### config.mk
export PLATFORM = sky130hd
export DESIGN_NAME = pfbc_front
export DESIGN_NICKNAME = d
export VERILOG_FILES = /design/src/pfbc_pkg.sv /design/src/pfbc_front.sv
export SDC_FILE = /design/constraint.sdc
export NUM_CORES = 1
export LEC_CHECK = 0
export ABC_AREA = 1
export BUFFER_PORTS_ARGS = -buffer_cell sky130_fd_sc_hd__clkbuf_2
export CAP_MARGIN = 20
export CORE_ASPECT_RATIO = 1.5
export CORE_MARGIN = 2
export CORE_UTILIZATION = 56
export CTS_CLUSTER_SIZE = 14
export DETAILED_ROUTE_END_ITERATION = 16
export GPL_TIMING_DRIVEN = 1
export HOLD_SLACK_MARGIN = 0.05
export PLACE_DENSITY = 0.84
export RECOVER_POWER = 50
export SLEW_MARGIN = 20
export SYNTH_ARGS = -nofsm -noshare
export SYNTH_HDL_FRONTEND = slang
export SYNTH_SLANG_ARGS = --single-unit
### constraint.sdc
create_clock -name clk_i -period 8.33 [get_ports clk_i]
set_input_delay 0.4165 -clock clk_i [delete_from_list [all_inputs] [get_ports clk_i]]
set_output_delay 0.4165 -clock clk_i [all_outputs]
set_load 0.02 [all_outputs]
### src/pfbc_pkg.sv
// Package with the shared types, constants and helper functions of the paged flash byte cache.
package pfbc_pkg;

  localparam int unsigned BUFFER_BYTES = 1024;
  localparam int unsigned MAX_PAGES    = 8192;
  localparam int unsigned BUF_AW       = $clog2(BUFFER_BYTES);
  localparam int unsigned QUEUE_DEPTH  = 2;

  localparam logic [1:0]  SEL_RESET   = 2'd0;
  localparam logic [13:0] TOTAL_RESET = 14'd4096;

  // Configuration register byte addresses.
  localparam logic [2:0] ADDR_PAGE_SIZE_SEL = 3'd0;
  localparam logic [2:0] ADDR_PAGE_TOTAL    = 3'd4;

  typedef enum logic [2:0] {
    OP_OPEN  = 3'd0,
    OP_SEEK  = 3'd1,
    OP_READ  = 3'd2,
    OP_WRITE = 3'd3,
    OP_CLOSE = 3'd4,
    OP_DRAIN = 3'd5,
    OP_FILL  = 3'd6,
    OP_DONE  = 3'd7
  } op_e;

  typedef enum logic [2:0] {
    ST_OK      = 3'd0,
    ST_MODE    = 3'd1,
    ST_EOF     = 3'd2,
    ST_BUSY    = 3'd3,
    ST_SEEK_IG = 3'd4
  } status_e;

  typedef enum logic [1:0] {
    REQ_NONE    = 2'd0,
    REQ_PROGRAM = 2'd1,
    REQ_LOAD    = 2'd2
  } req_e;

  typedef enum logic [1:0] {
    PH_IDLE       = 2'd0,
    PH_PROG_ENTER = 2'd1,
    PH_LOAD       = 2'd2,
    PH_PROG_CLOSE = 2'd3
  } phase_e;

  typedef enum logic [1:0] {
    WH_START   = 2'd0,
    WH_CURRENT = 2'd1,
    WH_END     = 2'd2
  } whence_e;

  typedef enum logic [1:0] {
    BK_IDLE  = 2'd0,
    BK_EXEC  = 2'd1,
    BK_CLEAR = 2'd2
  } back_state_e;

  // Mode flag bits.
  localparam int unsigned MF_READ  = 0;
  localparam int unsigned MF_WRITE = 1;
  localparam int unsigned MF_MOD   = 2;

  typedef struct packed {
    op_e                op;
    logic [1:0]         open_mode;
    logic [1:0]         whence;
    logic signed [24:0] seek_offset;
    logic [7:0]         data_in;
    logic [9:0]         buffer_index;
  } item_t;

  typedef struct packed {
    logic [2:0]  status;
    logic [7:0]  data_out;
    logic [23:0] position;
    logic [1:0]  request_kind;
    logic [12:0] request_page;
  } result_t;

  typedef struct packed {
    logic [1:0]  page_size_sel;
    logic [13:0] page_total;
  } cfg_t;

  // Page shift in bits, limited to the buffer size.
  function automatic logic [3:0] page_shift(input logic [1:0] sel);
    logic [3:0] sh;
    sh = (sel == 2'd1) ? 4'd9 : ((sel == 2'd2) ? 4'd10 : 4'd8);
    if (sh > 4'(BUF_AW)) begin
      sh = 4'(BUF_AW);
    end
    return sh;
  endfunction

  // Page count limited to the largest supported device.
  function automatic logic [13:0] eff_pages(input logic [13:0] total);
    logic [13:0] t;
    t = total;
    if (t > 14'(MAX_PAGES)) begin
      t = 14'(MAX_PAGES);
    end
    return t;
  endfunction

endpackage

### src/pfbc_front.sv
// Front part: accepts input items, decodes them and queues them for the back part.
module pfbc_front (
  input  logic                clk_i,
  input  logic                rst_ni,
  input  logic                push_i,
  output logic                full_o,
  input  logic [2:0]          opcode_i,
  input  logic [1:0]          open_mode_i,
  input  logic [1:0]          whence_i,
  input  logic signed [24:0]  seek_offset_i,
  input  logic [7:0]          data_in_i,
  input  logic [9:0]          buffer_index_i,
  input  logic                pop_i,
  output logic                empty_o,
  output pfbc_pkg::item_t     head_o
);
  import pfbc_pkg::*;

  item_t      mem_q [QUEUE_DEPTH];
  logic       wptr_q, rptr_q;
  logic [1:0] cnt_q;
  item_t      item;
  logic       do_push, do_pop;

  // Decode the raw fields into an item.
  always_comb begin
    item.op           = op_e'(opcode_i);
    item.open_mode    = open_mode_i;
    item.whence       = whence_i;
    item.seek_offset  = seek_offset_i;
    item.data_in      = data_in_i;
    item.buffer_index = buffer_index_i;
  end

  assign full_o  = (cnt_q == 2'(QUEUE_DEPTH));
  assign empty_o = (cnt_q == 2'd0);
  assign do_push = push_i && !full_o;
  assign do_pop  = pop_i && !empty_o;
  assign head_o  = mem_q[rptr_q];

  // Queue storage.
  always_ff @(posedge clk_i) begin
    if (do_push) begin
      mem_q[wptr_q] <= item;
    end
  end

  // Queue pointers and fill count.
  always_ff @(posedge clk_i or negedge rst_ni) begin
    if (!rst_ni) begin
      wptr_q <= 1'b0;
      rptr_q <= 1'b0;
      cnt_q  <= 2'd0;
    end else begin
      if (do_push) wptr_q <= ~wptr_q;
      if (do_pop)  rptr_q <= ~rptr_q;
      cnt_q <= cnt_q + 2'(do_push) - 2'(do_pop);
    end
  end

endmodule

==> results by group <==
Run status
  – Outcome: finished with violations
  – Failing checks: capacitance limit, slew limit

Synthesis
  – Synth Warn #: 0
  – Area contributors post-synth: edfxtp_1, nand2_1, dfrtp_1
  – Adder-Cell Fraction of Synth Area: less than 1%
  – Synth Register Bits: approximately 100
  – Fraction of the mapped netlist area in simple logic gates: roughly 16%
  – Post-synthesis xor/xnor area fraction: 0%
  – Compound-Gate Fraction of Synth Area: 0%
  – Post-synth top area share: between 70% and 80%
  – Post-synthesis cell area: about 3900 um^2
  – Mean area per synthesized cell: between 10 and 15 um^2
  – Cell taking the most area after synthesis: edfxtp_1
  – Largest family of logic cells by synthesized area: simple AND/OR/NAND/NOR gates
  – Yosys cell types: 11
  – Part of the Yosys area used for sequential elements: 79.3%
  – Mux contribution to synthesized area: 0%
  – Synth Instances: around 300
  – Syn Nets: roughly 350

Layout
  – Syn-to-layout area delta: 17.9%
  – Most frequent cells in the layout: nand2_1, edfxtp_1, clkbuf_2
  – Post-Layout Cell Count: between 400 and 500
  – N_diodes: 0
  – Most common cell after layout, fill and taps aside: nand2_1
  – Layout Nets: between 400 and 500
  – Share of layout cells above drive strength 1: approximately a fifth

Drt
  – DR vias: between 2k and 2.5k
  – Wirelength per Cell: about 14 um
  – Via density: 4.93
  – Routed Wire Length: just under 7 mm
  – Post-route ant nets: 0
  – DRC viols: 0
  – DR pass1 iterations: 4
  – DRT iter0 DRCs: 190

Timing
  – Max-slew headroom: -79.8%
  – Setup TNS: 0 ns
  – Tcrit/Tclk final: between 30% and 40%
  – Final Hold Viols: 0
  – Final Max Slew Viols: just over 50
  – Slew @ Worst Pin: 2.70 ns
  – Setup-failing EPs final: 0
  – Final min period: about 3.1 ns
  – RSZ-0062 raised after global routing: no
  – Skew final: around 0.011 ns
  – Max Fclk: between 300 and 400 MHz

Power and ir drop
  – Clock power frac: a little under a fifth
  – Pwr dens: between 300 and 400 nW/um^2
  – Net Sw Power: 645 uW
  – Switching part of the total: a little under two fifths
  – Leakage: 0.00198 uW
  – Worst vdd ir: about 320 uV
  – Flop pwr share: between 40% and 50%
  – Gate power share: around a third
  – Int Pwr: 1050 uW
  – Final Total Pwr: roughly 1700 uW

Global route
  – GRT busiest layer: met2
  – Gr usage total: a little under a fifth
  – Met2 usage: 31.3%
  – Gr ovfl total: 0
  – Largest net degree at the start of global routing: 53
  – Initial antenna violation count: 0
  – GR Util met1: between 20% and 30%
  – Grt met3 use: 5.50%
  – Vias in the first global route: around 2.4k
  – First-pass GRT wire length: about 11 mm

Floorplanning
  – Cell Rows: 37
  – Core area: slightly below 7000 um^2
  – Chip width: 72.3 um
  – Number of top-level pins: about 110
  – Initial Utilization: between 50 and 60%
  – Die area: 7690 um^2
  – Die Ht: ~110 um

Worst setup path
  – CP arrival: ~3.1 ns
  – Crit start category: flop
  – CP max FO: 50
  – Critical path class: reg -> reg
  – Critical Path RT: between 8 and 9 ns
  – CP endpoint kind: flop

Job
  – MaxCap Viol Count: 1

Clocking
  – CTS tree: done
  – Worst-skew pair later-pin latency: between 0.3 and 0.4 ns
  – CTS buffer count: 9
  – TritonCTS Sinks: between 100 and 150
  – Htree depth: 3
  – CTS root buf: clkbuf_8
  – # hold bufs at CTS: 1
  – CTS clk-pin slew, worst paths: 0.09 ns
  – Cts repair resizes: 0
  – Postcts setup bufs: 0
  – Longest Clk Path Bufs: 2

Min path
  – HP Class: in -> reg

Place
  – PortBufs: between 100 and 150
  – DP Cell Count: around 470
  – Post-DP HPWL: about 4.3 mm
  – Gpl congestion: about 0.72
==> power by group through the flow <==
stage / registers, uW / clock network (uW) / logic, uW
2_1_floorplan: 752 / 0 / 463
3_3_place_gp: 788 / 0 / 580
3_5_place_dp: 793 / 0 / 599
4_1_cts: 781 / 332 / 603
5_1_grt: 800 / 350 / 646
6_report: 785 / 322 / 590
==> worst paths after layout <==
| path | startpoint | endpoint | slack, ns | cells after the start |
|---|---|---|---|---|
| hold / removal | opcode_i[0] | mem_q[0][47] | 0.24 | 1 |
| hold reg to reg | wptr_q | wptr_q | 0.51 | 2 |
| min in group asynchronous | rst_ni | cnt_q[1] | 0.42 | 2 |
| setup reg to reg | cnt_q[1] | mem_q[1][17] | 5.18 | 4 |
| max in group asynchronous | rst_ni | rptr_q | 7.71 | 2 |
| setup / recovery | cnt_q[1] | mem_q[1][17] | 5.18 | 4 |
==> stage by stage <==
step | hold slack (ns) | setup slack (ns) | util [%] | cell area [um^2]
final | 0.244 | 5.18 | 67.8 | 4620
after global routing | 0.225 | 4.89 | 67.8 | 4620
after CTS | 0.218 | 5.75 | 68.5 | 4660
after detailed placement | 0.231 | 6.17 | 65.3 | 4440
after global placement | 0.229 | 6.21 | 65.3 | 4440
after floorplan | 0.121 | 5.22 | - | 3910
==> flip-flops by register name, summed over array words and instances (netlist names) <==
signal  flops
cnt_q       2
mem_q     100
rptr_q      1
wptr_q      1
==> worst max-delay path, cell delays in order (launching register included) <==
cell,delay (ns)
dfrtp_1,0.40
nand2_1,0.11
nand2_1,0.14
nor2_4,0.10
clkbuf_1,1.90
==> cell usage after synthesis <==
library cell    n
nand3_1         3
dfrtp_1         4
edfxtp_1      100
nor2_1          1
nand2_1       163
buf_8           1
inv_1          10
buf_4           5
buf_6           5
ha_1            2
inv_6           1
==> cell families after synthesis <==
kind of cell	Yosys count
DFF	104
and+or+nand+nor	167
adders and majority gates	2
buffers and inverters	22
==> layout make-up <==
| type | count | area, um^2 |
|---|---|---|
| Timing Repair Buffer | 107 | 497 |
| Inverter | 11 | 47.5 |
| Fill cell | 527 | 2190 |
| Sequential cell | 104 | 3100 |
| Multi-Input combinational cell | 169 | 663 |
| Clock buffer | 13 | 139 |
| Tap cell | 78 | 97.6 |
| Clock inverter | 3 | 67.6 |
==> metal layers <==
metal	part of all wire (%)	wire (um)	up-vias
met5	0	0	-
met4	2.0	133	0
met3	6.7	453	11
met2	55	3710	83
met1	37	2470	1105
li1	-	-	1193
Power figures use the tool's default switching activity.
