**src/pfbc_pkg.sv**
```systemverilog
// Package with the shared types, constants and helper functions of the paged flash byte cache.
package pfbc_pkg;

  localparam int unsigned BUFFER_BYTES = 1024;
  localparam int unsigned MAX_PAGES    = 8192;
  localparam int unsigned BUF_AW       = $clog2(BUFFER_BYTES);
  localparam int unsigned QUEUE_DEPTH  = 2;

  localparam logic [1:0]  SEL_RESET   = 2'd0;
  localparam logic [13:0] TOTAL_RESET = 14'd4096;

  // Configuration register byte addresses.
  localparam logic [2:0] ADDR_PAGE_SIZE_SEL = 3'd0;
  localparam logic [2:0] ADDR_PAGE_TOTAL    = 3'd4;

  typedef enum logic [2:0] {
    OP_OPEN  = 3'd0,
    OP_SEEK  = 3'd1,
    OP_READ  = 3'd2,
    OP_WRITE = 3'd3,
    OP_CLOSE = 3'd4,
    OP_DRAIN = 3'd5,
    OP_FILL  = 3'd6,
    OP_DONE  = 3'd7
  } op_e;

  typedef enum logic [2:0] {
    ST_OK      = 3'd0,
    ST_MODE    = 3'd1,
    ST_EOF     = 3'd2,
    ST_BUSY    = 3'd3,
    ST_SEEK_IG = 3'd4
  } status_e;

  typedef enum logic [1:0] {
    REQ_NONE    = 2'd0,
    REQ_PROGRAM = 2'd1,
    REQ_LOAD    = 2'd2
  } req_e;

  typedef enum logic [1:0] {
    PH_IDLE       = 2'd0,
    PH_PROG_ENTER = 2'd1,
    PH_LOAD       = 2'd2,
    PH_PROG_CLOSE = 2'd3
  } phase_e;

  typedef enum logic [1:0] {
    WH_START   = 2'd0,
    WH_CURRENT = 2'd1,
    WH_END     = 2'd2
  } whence_e;

  typedef enum logic [1:0] {
    BK_IDLE  = 2'd0,
    BK_EXEC  = 2'd1,
    BK_CLEAR = 2'd2
  } back_state_e;

  // Mode flag bits.
  localparam int unsigned MF_READ  = 0;
  localparam int unsigned MF_WRITE = 1;
  localparam int unsigned MF_MOD   = 2;

  typedef struct packed {
    op_e                op;
    logic [1:0]         open_mode;
    logic [1:0]         whence;
    logic signed [24:0] seek_offset;
    logic [7:0]         data_in;
    logic [9:0]         buffer_index;
  } item_t;

  typedef struct packed {
    logic [2:0]  status;
    logic [7:0]  data_out;
    logic [23:0] position;
    logic [1:0]  request_kind;
    logic [12:0] request_page;
  } result_t;

  typedef struct packed {
    logic [1:0]  page_size_sel;
    logic [13:0] page_total;
  } cfg_t;

  // Page shift in bits, limited to the buffer size.
  function automatic logic [3:0] page_shift(input logic [1:0] sel);
    logic [3:0] sh;
    sh = (sel == 2'd1) ? 4'd9 : ((sel == 2'd2) ? 4'd10 : 4'd8);
    if (sh > 4'(BUF_AW)) begin
      sh = 4'(BUF_AW);
    end
    return sh;
  endfunction

  // Page count limited to the largest supported device.
  function automatic logic [13:0] eff_pages(input logic [13:0] total);
    logic [13:0] t;
    t = total;
    if (t > 14'(MAX_PAGES)) begin
      t = 14'(MAX_PAGES);
    end
    return t;
  endfunction

endpackage

```
**src/pfbc_outq.sv**
```systemverilog
// Result queue that parts the back part from the result receiver.
module pfbc_outq (
  input  logic              clk_i,
  input  logic              rst_ni,
  input  logic              push_i,
  input  pfbc_pkg::result_t data_i,
  output logic              full_o,
  input  logic              pop_i,
  output logic              empty_o,
  output pfbc_pkg::result_t head_o
);
  import pfbc_pkg::*;

  result_t    mem_q [QUEUE_DEPTH];
  logic       wptr_q, rptr_q;
  logic [1:0] cnt_q;
  logic       do_push, do_pop;

  assign full_o  = (cnt_q == 2'(QUEUE_DEPTH));
  assign empty_o = (cnt_q == 2'd0);
  assign do_push = push_i && !full_o;
  assign do_pop  = pop_i && !empty_o;
  assign head_o  = mem_q[rptr_q];

  // Queue storage.
  always_ff @(posedge clk_i) begin
    if (do_push) begin
      mem_q[wptr_q] <= data_i;
    end
  end

  // Queue pointers and fill count.
  always_ff @(posedge clk_i or negedge rst_ni) begin
    if (!rst_ni) begin
      wptr_q <= 1'b0;
      rptr_q <= 1'b0;
      cnt_q  <= 2'd0;
    end else begin
      if (do_push) wptr_q <= ~wptr_q;
      if (do_pop)  rptr_q <= ~rptr_q;
      cnt_q <= cnt_q + 2'(do_push) - 2'(do_pop);
    end
  end

endmodule

```
**config.mk**
```make
export PLATFORM = sky130hd
export DESIGN_NAME = pfbc_outq
export DESIGN_NICKNAME = d
export VERILOG_FILES = /design/src/pfbc_pkg.sv /design/src/pfbc_outq.sv
export SDC_FILE = /design/constraint.sdc
export NUM_CORES = 1
export LEC_CHECK = 0
export ABC_AREA = 1
export BUFFER_PORTS_ARGS = -buffer_cell sky130_fd_sc_hd__buf_2
export CAP_MARGIN = 0
export CORE_MARGIN = 2
export CORE_UTILIZATION = 34
export CTS_CLUSTER_DIAMETER = 30
export CTS_CLUSTER_SIZE = 14
export DETAILED_ROUTE_END_ITERATION = 10
export PLACE_DENSITY_LB_ADDON = 0.3
export SYNTH_ARGS = -nofsm -noshare
export SYNTH_HDL_FRONTEND = slang
export SYNTH_SLANG_ARGS = --single-unit
export TNS_END_PERCENT = 100
```
**constraint.sdc**
```tcl
create_clock -name clk_i -period 3 [get_ports clk_i]
set_input_delay 0.15 -clock clk_i [delete_from_list [all_inputs] [get_ports clk_i]]
set_output_delay 0.15 -clock clk_i [all_outputs]
set_load 0.02 [all_outputs]
```
==> reports/metrics.cfg, run 1 <==
[synth]
netlist_instances = 295
synth_area_leaders = edfxtp_1 77%, nand2_1 16%, dfrtp_1 2.6%
synth.avg_cell_area_sq_um = 13.3
yosys_warnings = 0
syn_area_sq_um = 3910
yosys.area.top_type = edfxtp_1
syn-num-nets = 351
synth.yosys.seq_area_share_pct = 79.3
synth_top_area_share_pct = 76.7
ys_ff_latch = 104
yosysUniqueCellTypes = 11

[route]
routedWlPerCell_um = 12.5
first_iter_violations = 103
totalWireLength_mm = 7.31
viasPerCell = 4.23
ant_nets = 0
post-route-drc-count = 0
firstDrtPassIters = 4
route.vias.total = 2481

[final_layout]
antennaDiodeCount = 0
layout_commonest_cell = nand2_1
area_growth_syn_to_layout_pct = 33.5
nets = 494
layout_common_cells = 163 x nand2_1, 105 x buf_2, 100 x edfxtp_1, 35 x dlygate4sd3_1
drive_gt1_share_pct = 28.7

[critical_path]
slowest_delay_ps = 710
criticalPathCategory = flip-flop to output pin
arrival_ps = 1760
cp.required_ps = 2850
cp_slowest_cell = dfrtp_2
cp_top_family = flip-flops
critPathCaptureType = output pin
crit_buf_inv = 2
crit_fanout = 27
crit_chain = buf_4 -> nand2_1 -> nand2_1 -> buf_2
cp-start-kind = flip-flop
cpMostUsedCell = nand2_1

[sta]
setup_tns_ps = 0
whs_ps = 10.2
slew_violations = 0
worst_clock_skew_ps = 9.35
min_period_over_period_pct = 63.8
fmax_ghz = 0.523
worst_pin_slew_ps = 715
rsz0062_at_grt = false
setup_viol = 0
slew_headroom_pct = 52.4
final-hold-violation-count = 0
fin_crit_ps = 1910

[clock_network]
clk_path_buf_depth = 2
clk_pin_slew_ps = 70
cts_post_setup_buffers_inserted = 0
cts_resized = 0
cts_root_buf = clkbuf_16
ctsHoldBuffers = 33
cts.htree.levels = 3
cts.sinks = 104
cts_tree = yes
clk-insertion-delay-late_ps = 330
numCtsBuffers = 9

[floorplan]
die_h_um = 111
core_sq_um = 11300
ios = 106
rows = 39
die_area_sq_um = 12400
die_w_um = 111
start_util_pct = 34.6

[place]
port_buffers = 105
place.gp.congestion = 0.725
dp_hpwl_mm = 4.52

[run_status]
status = finished, final reports clean

[grt]
grt_pass1_wl_mm = 11.7
grt.total_usage_pct = 12.0
grt_max_degree = 52
grt_pass1_vias = 2449
antenna_found_initial = 0
grt-ovfl-total = 0

[power_and_ir_drop]
max-vdd-ir-drop_uv = 453
power_leakage_uw = 0.00229
p_per_area_nw_per_um2 = 979

[flow_run]
cap_violations = 0

[worst_hold_path]
min_path_type = input pin to flip-flop

==> report_power, final <==
group	switching, uW	internal, uW	total [uW]
clock network	485	780	1260
registers	130	1980	2110
logic	1220	509	1730
total	1840	3270	5110
==> cells by family (layout without fill, tap and decap cells) <==
logic type    after synthesis  after routing  share of synthesized area, %
simple gates              167            167                          16.1
flops                     104            104                          79.3
buf+inv                    22            170                          3.96
fa+ha+maj                   2              2                         0.639
==> per-layer routing <==
| layer | wire length [um] | share of wire (%) | GRT usage [%] | up-vias |
|---|---|---|---|---|
| met5 | 0 | 0 | 0 | - |
| met4 | 89 | 1.2 | 4.94 | 0 |
| met3 | 384 | 5.3 | 3.17 | 7 |
| met2 | 3460 | 47 | 19.1 | 69 |
| met1 | 3380 | 46 | 15.5 | 1137 |
| li1 | - | - | - | 1268 |
==> Yosys cell counts <==
master,number
nand2_1,163
edfxtp_1,100
inv_1,10
buf_4,5
buf_6,5
dfrtp_1,4
nand3_1,3
ha_1,2
buf_8,1
inv_6,1
nor2_1,1
==> sequential cells by signal, summed over array words and instances, names as in the netlist <==
register,cells
cnt_q,2
mem_q,100
rptr_q,1
wptr_q,1
==> worst reg2reg max path, stage by stage (launching register included) <==
cell and delay (ps):
dfrtp_1 400, nand2_1 110, nand2_1 130, nor2_4 90
buf_4 520
==> final cells by class <==
type | instances | area (sq um)
clock buffer | 12 | 256
clock inverter | 4 | 77.6
fill | 1059 | 6100
inverter | 11 | 46.3
multi-input combinational | 169 | 663
sequential | 104 | 3100
tap | 143 | 179
timing repair buffer | 143 | 898
==> path summary, 6_finish.rpt <==
check | start | endpoint | slack [ps] | cells past startpoint
min in group asynchronous | rst_ni | rptr_q$_DFFE_PN0P_ | 150 | 2
max reg2reg | cnt_q[1]$_DFF_PN0_ | mem_q[1][46]$_DFFE_PP_ | 1320 | 4
min | data_i[44] | mem_q[1][44]$_DFFE_PP_ | 10 | 1
min reg2reg | wptr_q$_DFFE_PN0P_ | wptr_q$_DFFE_PN0P_ | 490 | 2
max | rptr_q$_DFFE_PN0P_ | head_o[46] | 1090 | 4
max in group asynchronous | rst_ni | rptr_q$_DFFE_PN0P_ | 2720 | 2
==> stage by stage <==
step	std cells	setup WS [ps]	util, %	cell area, sq um	total power, uW
2_1_floorplan	295	718	-	3920	3370
3_3_place_gp	535	1380	40.1	4540	3870
3_5_place_dp	535	1320	40.1	4540	3900
4_1_cts	584	1020	46.0	5200	5200
5_1_grt	586	923	46.2	5230	5430
6_report	586	1090	46.2	5230	5110
No activity file was read; power rests on OpenSTA's default activity.
==> run 2: changes to the inputs <==
--- a/config.mk
+++ b/config.mk
@@ -5,7 +5,7 @@
 export SDC_FILE = /design/constraint.sdc
 export NUM_CORES = 1
 export LEC_CHECK = 0
-export ABC_AREA = 1
+export ABC_AREA = 0
 export BUFFER_PORTS_ARGS = -buffer_cell sky130_fd_sc_hd__buf_2
 export CAP_MARGIN = 0
 export CORE_MARGIN = 2
==> constraint.sdc (replaced) <==
create_clock -name clk_i -period 1.7 [get_ports clk_i]
set_input_delay 0.085 -clock clk_i [delete_from_list [all_inputs] [get_ports clk_i]]
set_output_delay 0.085 -clock clk_i [all_outputs]
set_load 0.02 [all_outputs]
==> run 2 against run 1 <==
  * Utilization grew 2.4 points
  * Synthesized area grew 3.8%
  * First-iteration DRC count shrank 3.9%
  * Global-route usage shrank 0.64 points
  * Combinational power grew 110%
  * Worst hold slack gained 71 ps
  * Critical endpoint is now head_o[37]
  * Largest cell class unchanged
  * Largest power group unchanged
==> reports/metrics.cfg, run 2 <==
[run_status]
status = finished, final reports clean

[synth]
synth_ff_type = edfxtp_1
syn_area_sq_um = 4060  ; +3.8%
ys_async_sr_fraction_pct = 3.85  ; unchanged
netlist_instances = 174  ; -41%
synth-edff-count = 100  ; unchanged
yosys_warnings = 0  ; unchanged
ys_ff_latch = 104  ; unchanged
synth.yosys.seq_area_share_pct = 76.4  ; -2.9 points
synth_area_leaders = edfxtp_1 74%, mux2_4 18%, buf_12 2.5%
synthTopCellsByCount = 100 x edfxtp_1, 49 x mux2_4, 5 x buf_12
synth_top_area_share_pct = 73.9  ; -2.8 points
yosysMostFrequentCell = edfxtp_1
yosysUniqueCellTypes = 15  ; +4
yosys.area.top_type = edfxtp_1
syn-num-nets = 230  ; -34%
synth.avg_cell_area_sq_um = 23.3  ; +76%

[place]
place.gp.congestion = 0.658  ; -9.2%
post_dp_cell_area_sq_um = 4780  ; +5.2%
dp.cells = 422  ; -21%
dp_hpwl_mm = 4.54  ; +0.50%
port_buffers = 105  ; unchanged

[clock_network]
numCtsBuffers = 9  ; unchanged
cts_root_buf = clkbuf_16
clk_pin_slew_ps = 70  ; about the same
cts.htree.levels = 3  ; unchanged
clk_path_buf_depth = 2  ; unchanged
cts_resized = 0  ; unchanged
clk-insertion-delay-late_ps = 330  ; about the same
cts_tree = yes
cts.sinks = 104  ; unchanged

[floorplan]
die_area_sq_um = 12800  ; +3.6%
ios = 106  ; unchanged
die_w_um = 113  ; +1.8%
core_sq_um = 11500  ; +1.7%
start_util_pct = 35.3  ; +0.70 points
rows = 39  ; unchanged
die_h_um = 113  ; +1.8%

[route]
routedWlPerCell_um = 14.7  ; +17%
firstDrtPassIters = 4  ; unchanged
route.vias.total = 2115  ; -15%
post-route-drc-count = 0  ; unchanged
totalWireLength_mm = 7.20  ; -1.6%
first_iter_violations = 99  ; -3.9%
viasPerCell = 4.31  ; +1.7%
ant_nets = 0  ; unchanged

[critical_path]
startpoint = rptr_q$_DFFE_PN0P_
slowest_delay_ps = 530  ; -180 ps
r2r_slack_ps = 150  ; -1170 ps
crit_chain = buf_12 -> mux2_4 -> buf_2
critPathCaptureType = output pin
rr_worst_depth = 7  ; +3
r2r_start = cnt_q[1]$_DFF_PN0_
criticalPathCategory = flip-flop to output pin
cp-start-kind = flip-flop
cp.required_ps = 1620  ; -1230 ps
cp_slowest_cell = dfrtp_4
reg2reg_to = cnt_q[1]$_DFF_PN0_
arrival_ps = 1540  ; -220 ps
crit_fanout = 22  ; -19%
endpoint = head_o[37]

[sta]
worst_pin_slew_ps = 276  ; -439 ps
worst_clock_skew_ps = 3.20  ; -6.15 ps
slew_headroom_pct = 81.6  ; +29 points
min_period_over_period_pct = 95.5
rsz0062_at_grt = false
whs_ps = 81.2  ; +71.0 ps
fmax_ghz = 0.616
slew_violations = 0  ; unchanged
final-hold-violation-count = 0  ; unchanged
fin_crit_ps = 1620
setup_viol = 0  ; unchanged

[final_layout]
layout_common_cells = 105 x buf_2, 100 x edfxtp_1, 51 x dlygate4sd3_1, 49 x mux2_4, 9 x clkbuf_16
largest_reg_flops = 100  ; unchanged
drive_gt1_share_pct = 52.3  ; +24 points
area_growth_syn_to_layout_pct = 37.7
largest_registers = mem_q: 100 flops, cnt_q: 2 flops
nets = 399  ; -19%
antennaDiodeCount = 0  ; unchanged
regMostFlops = mem_q
fin_area_sq_um = 5590  ; +7.0%
fill_cells = 998  ; -5.8%
layout_commonest_cell = buf_2
finalNonFillerCells = 491  ; -16%

[grt]
grt.total_usage_pct = 11.3  ; -0.64 points
antenna_found_initial = 0  ; unchanged
grt-ovfl-total = 0  ; unchanged
grt_pass1_vias = 2268  ; -7.4%
grt_max_degree = 32  ; -38%
grt_pass1_wl_mm = 10.9  ; -6.5%

[power_and_ir_drop]
p_per_area_nw_per_um2 = 1650  ; +69%
power_leakage_uw = 0.00227  ; -0.94%
max-vdd-ir-drop_uv = 1220  ; +170%

[worst_hold_path]
min_path_type = input pin to async pin

[flow_run]
cap_violations = 0  ; unchanged

run 2: cell count changes in the layout (fill, tap and decap cells not counted), moves of 2 or more:
cell and change:
buf_12 +5, clkbuf_8 -2, clkinv_2 +2, dlygate4sd3_1 +16, inv_1 -7, mux2_4 +49, nand2_1 -163, nand3_1 -3
xnor2_1 +3
run 2: area by class of cell:
cell class,instances,area (sq um),share of cell area [%]
Sequential cell,104,3110,55.6
Timing Repair Buffer,164,1160,20.7
Multi-Input combinational cell,62,851,15.2
Clock buffer,10,229,4.09
Tap cell,143,179,3.20
Clock inverter,6,60.1,1.07
Inverter,2,7.51,0.134
run 2: kinds of logic after synthesis:
logic type,count (synthesis),synth area share (%)
buf+inv,8,2.93
flops,104,76.4
simple gates,6,0.801
xor+xnor,4,0.863
fa+ha+maj,2,0.616
mux,50,18.4
run 2: where the power goes:
group / leakage [uW] / switching [uW] / total, uW / internal [uW]
combinational: 0.00115 / 1870 / 3550 / 1680
clock: 0.000140 / 855 / 1990 / 1130
sequential: 0.000974 / 181 / 3690 / 3510
total: 0.00227 / 2910 / 9240 / 6330
run 2: repair_timing:
item,in CTS,in global routing
setup buffers,2,0
hold buffers,51,0
setup endpoints to repair,37,0
endpoints found under the hold margin,104,0
run 2: per-stage QoR:
stage	total power [uW]	TNS [ps]	utilization (%)	setup WS, ps
detailed placement	7240	0	41.5	164
finish	9240	0	48.6	75.8
global placement	7200	0	41.5	230
CTS	9380	0	48.6	62.0
global route	9660	0	48.6	8.20
floorplan	6380	-3410	-	-68.2
run 2: worst max-delay path, delay by kind of cell (launching register included):
family / cells / cell delay (ps)
buf+inv: 2 / 350
mux: 1 / 320
flops: 1 / 530
run 2: worst min path at each step:
stage | start | slack (ps) | end
finish | rst_ni | 80 | cnt_q[0]$_DFF_PN0_
detailed placement | rst_ni | -100 | cnt_q[1]$_DFF_PN0_
floorplan | rst_ni | -210 | cnt_q[0]$_DFF_PN0_
CTS | rst_ni | 70 | cnt_q[0]$_DFF_PN0_
global placement | rst_ni | -100 | cnt_q[0]$_DFF_PN0_
global route | push_i | 90 | wptr_q$_DFFE_PN0P_
run 2: metal layers:
| metal | wire (um) | GRT usage (%) |
|---|---|---|
| met1 | 3030 | 13.1 |
| met2 | 3710 | 19.9 |
| met3 | 338 | 2.46 |
| met4 | 125 | 5.37 |
| met5 | 0 | 0 |
==> run 3: changes to the inputs <==
--- a/config.mk
+++ b/config.mk
@@ -10,10 +10,10 @@
 export CAP_MARGIN = 0
 export CORE_MARGIN = 2
 export CORE_UTILIZATION = 34
+export CTS_BUF_LIST = sky130_fd_sc_hd__clkbuf_16
 export CTS_CLUSTER_DIAMETER = 30
 export CTS_CLUSTER_SIZE = 14
 export DETAILED_ROUTE_END_ITERATION = 10
-export PLACE_DENSITY_LB_ADDON = 0.3
 export SYNTH_ARGS = -nofsm -noshare
 export SYNTH_HDL_FRONTEND = slang
 export SYNTH_SLANG_ARGS = --single-unit
==> run 3 against run 2 <==
  * Power fell by 3.1%
  * Register-to-register slack got worse by 20 ps
  * Final cell count fell by 0.41%
  * Critical endpoint is now head_o[48]
==> reports/metrics.cfg, run 3 (synthesis gave the netlist of run 2 again) <==
[power_and_ir_drop]
power_frac_comb_pct = 39.2  ; +0.7 points
internal_power_uw = 6130  ; -3.2%
max-vdd-ir-drop_uv = 733  ; -40%
switching_share_pct = 31.6  ; +0.073 points
finalPower_uw = 8950  ; -3.1%
clkPwrFrac_pct = 19.7  ; -1.8 points
p_per_area_nw_per_um2 = 1610  ; -2.2%
power_leakage_uw = 0.00225  ; -0.85%
p_sw_uw = 2830  ; -2.8%
seq_power_share_pct = 41.1  ; +1.1 points

[clock_network]
cts.sinks = 104  ; unchanged
numCtsBuffers = 9  ; unchanged
cts_post_setup_buffers_inserted = 0  ; -2
clk_path_buf_depth = 2  ; unchanged
clk_pin_slew_ps = 60  ; about the same
cts_tree = yes
clk-insertion-delay-late_ps = 330  ; about the same
cts_root_buf = clkbuf_16
cts.htree.levels = 3  ; unchanged

[final_layout]
regMostFlops = mem_q
nets = 397  ; -0.50%
layout_commonest_cell = buf_2
fill_cells = 967  ; -3.1%
largest_reg_flops = 100  ; unchanged
multiInputGateArea_sq_um = 851  ; unchanged
largest_registers = mem_q: 100 flops, cnt_q: 2 flops
drive_gt1_share_pct = 51.2  ; -1.1 points
regArea_sq_um = 3110  ; unchanged
layout_common_cells = 105 x buf_2, 100 x edfxtp_1, 51 x dlygate4sd3_1, 49 x mux2_4, 9 x clkbuf_16
antennaDiodeCount = 0  ; unchanged
area_growth_syn_to_layout_pct = 36.5

[flow_run]
cap_violations = 0  ; unchanged

[critical_path]
arrival_ps = 1520  ; -20 ps
crit_chain = buf_12 -> mux2_4 -> buf_2
critPathCaptureType = output pin
slowest_delay_ps = 500  ; -30 ps
criticalPathCategory = flip-flop to output pin
cp.required_ps = 1620  ; about the same
cp_slowest_cell = dfrtp_4
crit_fanout = 25  ; +14%
cp-start-kind = flip-flop

[floorplan]
die_area_sq_um = 12800  ; unchanged
die_w_um = 113  ; unchanged
rows = 39  ; unchanged
core_sq_um = 11500  ; unchanged
ios = 106  ; unchanged
die_h_um = 113  ; unchanged
start_util_pct = 35.3  ; unchanged

[route]
routedWlPerCell_um = 13.7  ; -6.5%
firstDrtPassIters = 6  ; +2
post-route-drc-count = 0  ; unchanged
ant_nets = 0  ; unchanged
route.vias.total = 2077  ; -1.8%
viasPerCell = 4.25  ; -1.4%
totalWireLength_mm = 6.70  ; -6.9%
first_iter_violations = 59  ; -40%

[grt]
antenna_found_initial = 0  ; unchanged
grt_pass1_wl_mm = 10.4  ; -4.9%
grt-ovfl-total = 0  ; unchanged
grt_max_degree = 31  ; -3.1%
grt.total_usage_pct = 10.7  ; -0.61 points
grt_pass1_vias = 2154  ; -5.0%

[sta]
fin_crit_ps = 1600  ; -21.2 ps
setup_viol = 0  ; unchanged
slew_violations = 0  ; unchanged
setup_tns_ps = 0  ; unchanged
rsz0062_at_grt = false
final-hold-violation-count = 0  ; unchanged
worst_pin_slew_ps = 282  ; +6.76 ps
worst_clock_skew_ps = 6.63  ; +3.43 ps
min_period_over_period_pct = 94.3  ; -1.2 points
fmax_ghz = 0.624  ; +1.3%
slew_headroom_pct = 81.2  ; -0.45 points

[run_status]
status = finished, final reports clean

[place]
place.gp.congestion = 0.666  ; +1.2%
port_buffers = 105  ; unchanged
dp_hpwl_mm = 4.38  ; -3.5%

[worst_hold_path]
min_path_type = input pin to async pin

[run 3: cell type report]
cell class / instances / share of cell area, %
sequential: 104 / 56.0
clock buffer: 9 / 4.06
timing repair buffer: 162 / 20.6
clock inverter: 7 / 0.564
multi-input combinational: 62 / 15.3
inverter: 2 / 0.135
tap: 143 / 3.23
[run 3: critical path, delay by kind of cell, from the launching register on]
family                 cells  cell delay (ps)
flip-flops                 1              500
multiplexers               1              320
buffers and inverters      2              360
[run 3: repair_timing]
action | in CTS | in global routing
gates resized for setup | 0 | 0
endpoints found under the hold margin | 104 | 0
hold buffers | 51 | 0
[run 3: stage by stage]
stage	cells	util, %	cell area (sq um)	hold slack (ps)	setup slack [ps]
after floorplan	174	-	4070	-211	-68.2
after global placement	422	41.5	4780	-105	231
after detailed placement	422	41.5	4780	-104	128
after CTS	489	48.1	5540	58.9	66.8
after global routing	489	48.1	5540	84.7	26.4
final	489	48.1	5540	79.7	97.0
[run 3: path summary, 6_finish.rpt]
kind                               startpoint  slack [ps]                 end  cells after the start
max reg2reg                cnt_q[1]$_DFF_PN0_         130  cnt_q[1]$_DFF_PN0_                      7
min in group clk_i                     push_i          90  wptr_q$_DFFE_PN0P_                      3
max in group asynchronous              rst_ni        1490  rptr_q$_DFFE_PN0P_                      2
max                        rptr_q$_DFFE_PN0P_         100          head_o[48]                      3
min                                    rst_ni          80  cnt_q[0]$_DFF_PN0_                      2
min reg2reg                cnt_q[1]$_DFF_PN0_         510  cnt_q[1]$_DFF_PN0_                      1
[run 3: power by group through the flow]
| stage | clock network (uW) | logic [uW] | registers (uW) |
|---|---|---|---|
| floorplan | 0 | 2690 | 3690 |
| global placement | 0 | 3480 | 3710 |
| detailed placement | 0 | 3490 | 3740 |
| CTS | 1840 | 3590 | 3690 |
| global route | 1930 | 3750 | 3730 |
| finish | 1760 | 3510 | 3680 |
[run 3: layer usage]
metal	routed length [um]	global-route usage [%]
met5	0	0
met4	168	6.18
met3	285	2.30
met2	3260	17.8
met1	2990	12.9
